### config.mk
export PLATFORM = sky130hd
export DESIGN_NAME = ccc_controller
export DESIGN_NICKNAME = d
export VERILOG_FILES = /design/src/hdl/ccc_pkg.sv /design/src/hdl/ccc_controller.sv
export SDC_FILE = /design/constraint.sdc
export NUM_CORES = 1
export LEC_CHECK = 0
export BUFFER_PORTS_ARGS = -buffer_cell sky130_fd_sc_hd__buf_2
export CORE_AREA = 10 10 47 49
export DETAILED_ROUTE_END_ITERATION = 8
export DIE_AREA = 0 0 57 59
export GPL_ROUTABILITY_DRIVEN = 0
export PLACE_DENSITY = 0.78
export SLEW_MARGIN = 20
export SYNTH_ARGS = -nofsm -noshare
export SYNTH_HDL_FRONTEND = slang
export SYNTH_SLANG_ARGS = --single-unit
export TNS_END_PERCENT = 100
### constraint.sdc
create_clock -name clk -period 2.1 [get_ports clk]
set_input_delay 0 -clock clk [delete_from_list [all_inputs] [get_ports clk]]
set_output_delay 0 -clock clk [all_outputs]
set_load 0.005 [all_outputs]
### src/hdl/ccc_pkg.sv
`timescale 1ns / 1ps
`default_nettype none
// ----------------------------------------------------------------------------
// ccc_pkg
// Shared types and constants for the connected component counter: widths,
// controller states and the command and status groups between the controller
// and the datapath.
// ----------------------------------------------------------------------------
package ccc_pkg;

  // field widths
  localparam int END_W   = 10;
  localparam int LABEL_W = 11;
  localparam int COUNT_W = 11;
  localparam int NEED_W  = 10;

  // node count after reset
  localparam logic [COUNT_W-1:0] NODES_RESET = 11'd1024;

  // controller states
  typedef enum logic [3:0] {
    ST_CLEAR,
    ST_IDLE,
    ST_LOOK_A,
    ST_LOOK_B,
    ST_CAPT,
    ST_DECIDE,
    ST_NEW_B,
    ST_SWEEP,
    ST_REPORT
  } state_t;

  // label store read address source
  typedef enum logic [1:0] {
    RD_A,
    RD_B,
    RD_SWEEP
  } rd_sel_t;

  // label store write operation
  typedef enum logic [2:0] {
    WR_NONE,
    WR_CLEAR,
    WR_A_NEW,
    WR_B_NEW,
    WR_A_LB,
    WR_B_LA,
    WR_SWEEP
  } wr_op_t;

  // controller to datapath
  typedef struct packed {
    logic    in_ready;
    logic    latch_in;
    rd_sel_t rd_sel;
    logic    cap_la;
    logic    cap_lb;
    wr_op_t  wr_op;
    logic    cnt_clear;
    logic    cnt_inc;
    logic    new_group;
    logic    add_one;
    logic    merge_groups;
    logic    load_out;
  } cmd_t;

  // datapath to controller
  typedef struct packed {
    logic in_skip;
    logic la_zero;
    logic lb_zero;
    logic labels_equal;
    logic clear_last;
    logic sweep_done;
    logic out_free;
  } status_t;

endpackage
`default_nettype wire

### src/hdl/ccc_controller.sv
`timescale 1ns / 1ps
`default_nettype none
// ----------------------------------------------------------------------------
// ccc_controller
// State machine that runs the clearing pass, the label lookups, the merge
// decision, the relabel sweep and the result hand-off.
// ----------------------------------------------------------------------------
module ccc_controller
  import ccc_pkg::*;
(
  input  wire logic    clk,
  input  wire logic    rst,
  input  wire logic    in_valid,
  input  wire status_t status,
  output      cmd_t    cmd
);

  state_t state;
  state_t state_next;

  // state register
  always_ff @(posedge clk) begin
    if (rst) begin
      state <= ST_CLEAR;
    end else begin
      state <= state_next;
    end
  end

  // next state and commands
  always_comb begin
    state_next       = state;
    cmd              = '0;
    cmd.rd_sel       = RD_A;
    cmd.wr_op        = WR_NONE;
    case (state)
      ST_CLEAR: begin
        cmd.wr_op   = WR_CLEAR;
        cmd.cnt_inc = 1'b1;
        if (status.clear_last) begin
          cmd.cnt_clear = 1'b1;
          state_next    = ST_IDLE;
        end
      end
      ST_IDLE: begin
        cmd.in_ready = 1'b1;
        if (in_valid) begin
          cmd.latch_in = 1'b1;
          state_next   = status.in_skip ? ST_REPORT : ST_LOOK_A;
        end
      end
      ST_LOOK_A: begin
        cmd.rd_sel = RD_A;
        state_next = ST_LOOK_B;
      end
      ST_LOOK_B: begin
        cmd.rd_sel = RD_B;
        cmd.cap_la = 1'b1;
        state_next = ST_CAPT;
      end
      ST_CAPT: begin
        cmd.cap_lb = 1'b1;
        state_next = ST_DECIDE;
      end
      ST_DECIDE: begin
        if (status.la_zero && status.lb_zero) begin
          // both alone: start a new group
          cmd.wr_op     = WR_A_NEW;
          cmd.new_group = 1'b1;
          state_next    = ST_NEW_B;
        end else if (status.la_zero) begin
          cmd.wr_op   = WR_A_LB;
          cmd.add_one = 1'b1;
          state_next  = ST_REPORT;
        end else if (status.lb_zero) begin
          cmd.wr_op   = WR_B_LA;
          cmd.add_one = 1'b1;
          state_next  = ST_REPORT;
        end else if (!status.labels_equal) begin
          // two groups: relabel b's group over the whole store
          cmd.cnt_clear    = 1'b1;
          cmd.merge_groups = 1'b1;
          state_next       = ST_SWEEP;
        end else begin
          state_next = ST_REPORT;
        end
      end
      ST_NEW_B: begin
        cmd.wr_op  = WR_B_NEW;
        state_next = ST_REPORT;
      end
      ST_SWEEP: begin
        cmd.rd_sel  = RD_SWEEP;
        cmd.wr_op   = WR_SWEEP;
        cmd.cnt_inc = 1'b1;
        if (status.sweep_done) begin
          cmd.cnt_clear = 1'b1;
          state_next    = ST_REPORT;
        end
      end
      ST_REPORT: begin
        if (status.out_free) begin
          cmd.load_out = 1'b1;
          state_next   = ST_IDLE;
        end
      end
      default: begin
        state_next = ST_IDLE;
      end
    endcase
  end

  // a waiting result is never overwritten
  assert property (@(posedge clk) disable iff (rst)
    cmd.load_out |-> status.out_free)
    else $error("result register loaded while full and stalled");

  // the sweep only ends after a full pass of the counter
  assert property (@(posedge clk) disable iff (rst)
    (state == ST_SWEEP && !status.sweep_done) |=> (state == ST_SWEEP))
    else $error("relabel sweep left early");

  // requests are latched only from idle with a valid request
  assert property (@(posedge clk) disable iff (rst)
    cmd.latch_in |-> (state == ST_IDLE && in_valid))
    else $error("request latched outside idle");

endmodule
`default_nettype wire

Yosys cells after proc, flatten, opt, wreduce, memory -nomap -nowiden

Cells that the tools add are included.

Input bits: 10
Output and inout port bits: 15
Word-level logic and storage cells: 51
Register bits after elaboration: 4

Eq/ne operators: 12
Reduce and logical (&&, ||, !) cells: 4
Muxes and demuxes: 34

Operator list:

| cell                                                                   | count |
|---|---|
| 4-bit 2-to-1 mux                                                       | 9 |
| 4-bit case mux with 9 select lines                                     | 1 |
| 4-bit by 3-bit equality test with 1-bit output (second input constant) | 4 |
| 1-bit 2-to-1 mux                                                       | 15 |
| 3-bit 2-to-1 mux                                                       | 4 |
| 3-bit case mux with 4 select lines                                     | 1 |
| 4-bit by 2-bit equality test with 1-bit output (second input constant) | 2 |
| 2-bit inequality test (second input constant)                          | 4 |
| 4-bit by 1-bit equality test with 1-bit output (second input constant) | 1 |
| 4-bit equality test (second input constant)                            | 1 |
| 4-bit logical NOT                                                      | 1 |
| 2-bit 2-to-1 mux                                                       | 2 |
| 2-bit case mux with 2 select lines                                     | 1 |
| 4-bit AND reduction                                                    | 1 |
| 1-bit case mux with 3 select lines                                     | 1 |
| 2-bit OR reduction                                                     | 1 |
| 1-bit logical AND                                                      | 1 |

Depth between registers and ports, before layout

Depth after elaboration: 5
Depth in mapped cells: 5
Gate-level depth less buffers: 5

Worst setup path after synthesis

OpenSTA, ideal clock, no wires.

Path type: register to register
From: register state[0]
To: register state[0]
Buffers on the path: 1
Library setup time: 0.088 ns
Stages on the path, launching flop included: 6
Setup slack: 0.752 ns
Arrival: 1.260 ns
Required time: 2.012 ns
Clock period less this slack: 1.348 ns
Cells stage by stage: dfxtp_1 -> clkbuf_1 -> nand4b_1 -> o41ai_2 -> nor3_2 -> a311oi_2

Word-level cells in the longest chain between the ends: 3
Elaborated cells between the ends (all ways): 15
Classes of those cells: 12 x eq/ne; 1 x mux; 2 x reduce/logical

Ends and longest elaborated chain:

| element                                                                | RTL line             | RTL |
|---|---|---|
| from (decl)                                                            | ccc_controller.sv:18 | `state_t state;` |
| from (signal assigned)                                                 | ccc_controller.sv:26 | `state <= state_next;` |
| 4-bit by 3-bit equality test with 1-bit output (tied with other cells) | ccc_controller.sv:36 | `case (state)` |
| 2-bit inequality test (no source line)                                 | --                   |  |
| 4-bit AND reduction (no source line)                                   | --                   |  |

Several ways; a longest one is shown, not always the timed one.
A chain may end at the register's enable or synchronous reset.

==> results.md <==
- Total track usage: 8.94%
- Routed wire per std cell: 14.1 um
- Sequential share of the synthesized area: 16.4%
- Crit path to: cmd[7]
- First-pass GRT wire length: 2480 um
- Num rows: 14
- Critical Path AT: 1.80 ns
- Die extent in x: 57 um
- Die Span Y: 59 um
- CTS Root Cell: clkbuf_4
- Worst-Skew Late Latency: 0.24 ns
- CTS resizes: 0
- Reg2reg start: state[0]
- DR pass1 iterations: 2
- Final Hold Viols: 0
- Clock network fraction of total power: 36.8%
- Area growth, synth to finish: 33.2%
- Yosys top cell by area: dfxtp_1
- Net switching share of the total power: 33.1%
- Switching power: 0.0908 mW
- Synth Area per Inst: 7.19 sq um
- Finished Cell Area: 652 sq um
- Reg2Reg Setup Slack: 0.54 ns
- Final hold slack: 0.0913 ns
- TritonCTS Sinks: 4
- Share of cells above drive strength 1: 38.0%
- Cts bufs inserted: 3
- Post-DP HPWL: 1240 um
- Pins Over Slew Limit: 0
- Clock transition at the registers of the reported paths: 0.04 ns
- Relative slew slack: 57.5%
- CTS max path bufs: 2
- Post-synth EDFFs: 0
- Placed cell areas: 609 sq um
- Vias in the first global route: 627
- Setup tns final: 0 ns
- Largest registers: state (4)
- Worst Setup Start Kind: register
- Required @ worst endpoint: 2.10 ns
- Synth Warn #: 0
- Critical Path Sink Type: output port
- Drt drc: 0
- Post-synth cell types: 34
- Starting DRC count in detailed routing: 11
- Setup crit start: state[0]
- Reg-to-Reg End: state[0]
- Postcts setup bufs: 0
- Fin cells: 108
- Vias after detailed routing: 616
- Top reg by flops: state
- Cell Area, Synth: 489 sq um
- H-tree depth: 1
- Sequential Power Share: 33.9%
- Synth top area cells: dfxtp_1, nand2_1, nor2_1, ha_1, o21bai_1
- Setup Skew: 0.00477 ns
- Antenna diode count: 0
- Final ANT Viol Nets: 0
- PortBufs: 24
- Leak: 0.283 nW
- Peak Freq: 555 MHz
- Clock tree from TritonCTS: built
- Io pins: 25
- Critical-path maximum fanout: 14
- Combinational Power Share: 29.3%
- Final Cycle Share: 85.9%
- Core Region: 0.00140 sq mm
- Avg Vias per Cell: 5.70
- Fin crit period: 1.80 ns
- Setup repair after global routing missed its margin: false
- Max reg flops: 4
- Syn Nets: 80
- Yosys top cell area share: 16.4%
- Synth Instances: 68
- Starting Density: 34.9%
- Max Cap Violations: 0
- Post-synth top flop: dfxtp_1
- Filler instances: 150
- Peak VDD IR: 0.152 mV
- Initial antenna violation count: 0
- Hold buffer count at CTS: 2
- Overflow after GRT: 0
- Seq cells post-synth: 4
- Worst hold path type: input pin to register
- Worst R2R Path Depth: 4
- Slew at the pin with the worst max-slew slack: 0.636 ns
- Largest net degree at the start of global routing: 19
- Total power: 0.274 mW
- Pwr Density: 421 mW/mm^2
- Synth async-reset ratio: 0%
- Placed Cells: 103
- Final setup fails: 0
- P_int: 0.184 mW
- Status: finished, final reports clean
- Final WL: 1530 um
- Critical path class: register to output port
- Final #Nets: 106
- Die Area: 0.00336 sq mm
## power by group through the flow
stage                     logic (mW)  registers [mW]  clock network, mW
after floorplan               0.0543          0.0843                  0
after global placement        0.0774          0.0936                  0
after detailed placement      0.0788          0.0940                  0
after CTS                     0.0818          0.0928              0.104
after global routing          0.0904          0.0942              0.110
final                         0.0803          0.0931              0.101
## through the flow
stage	utilization, %	worst slack (ns)
finish	46.5	0.297
global route	46.5	0.0863
CTS	46.5	0.312
detailed placement	43.5	0.555
global placement	43.5	0.624
floorplan	-	0.752
## worst min path at each step
stage / to / slack, ns / depth (start not counted) / from
5_1_grt: state[3] / 0.12 / 3 / status[6]
3_5_place_dp: state[3] / 0.24 / 2 / status[0]
6_report: state[3] / 0.09 / 3 / status[6]
3_3_place_gp: state[2] / 0.23 / 2 / rst
4_1_cts: state[3] / 0.09 / 3 / status[6]
2_1_floorplan: state[2] / 0.08 / 1 / rst
## area by class of cell
type	instances	area, sq um	share of cell area, %
flip-flops and latches	4	80.1	12.3
inverters	5	18.8	2.88
clock buffers	3	22.5	3.45
well taps	16	20.0	3.07
multi-input cells	54	370	56.8
repair buffers	26	140	21.5
## cell families (layout without fill, tap and decap cells)
family,after synthesis,after routing,synth area share [%]
adder cells (fa/ha/maj),2,2,5.11
AND/OR/NAND/NOR,34,34,38.6
buffers and inverters,10,34,7.93
flip-flops,4,4,16.4
AO/OA/AOI/OAI,18,18,32.0
## per-layer routing
layer  vias to the layer above  routed length [um]  GRT usage (%)
li1                        304                   -              -
met1                       291                 648           8.77
met2                        19                 757           15.2
met3                         2                 106           3.22
met4                         0                  15           6.71
met5                         -                   0              0
## synth_stat cells (all sizes together), types with 2 or more instances
cell type and number:
clkbuf 3, a211oi 2, dfxtp 4, o21bai 3, buf 2, nor3 5
nand2 9, nand3 2, nor4 2, a22oi 2, inv 5, nor2 9
o32ai 2, a311oi 2, ha 2
## worst max-delay path, stage by stage (launching register included)
cell and delay, ns:
dfxtp_1 0.59, nand2_1 0.25, nor4b_1 0.41, o21bai_1 0.17, buf_2 0.14
## cell usage in the layout, fill, tap and decap left out, drive strengths merged, types with 3 or more instances in the layout
| cell | n |
|---|---|
| nor3 | 5 |
| o21bai | 3 |
| nand2 | 9 |
| buf | 24 |
| nor2 | 9 |
| dfxtp | 4 |
| clkbuf | 3 |
| inv | 5 |
Power figures use the tool's default switching activity.
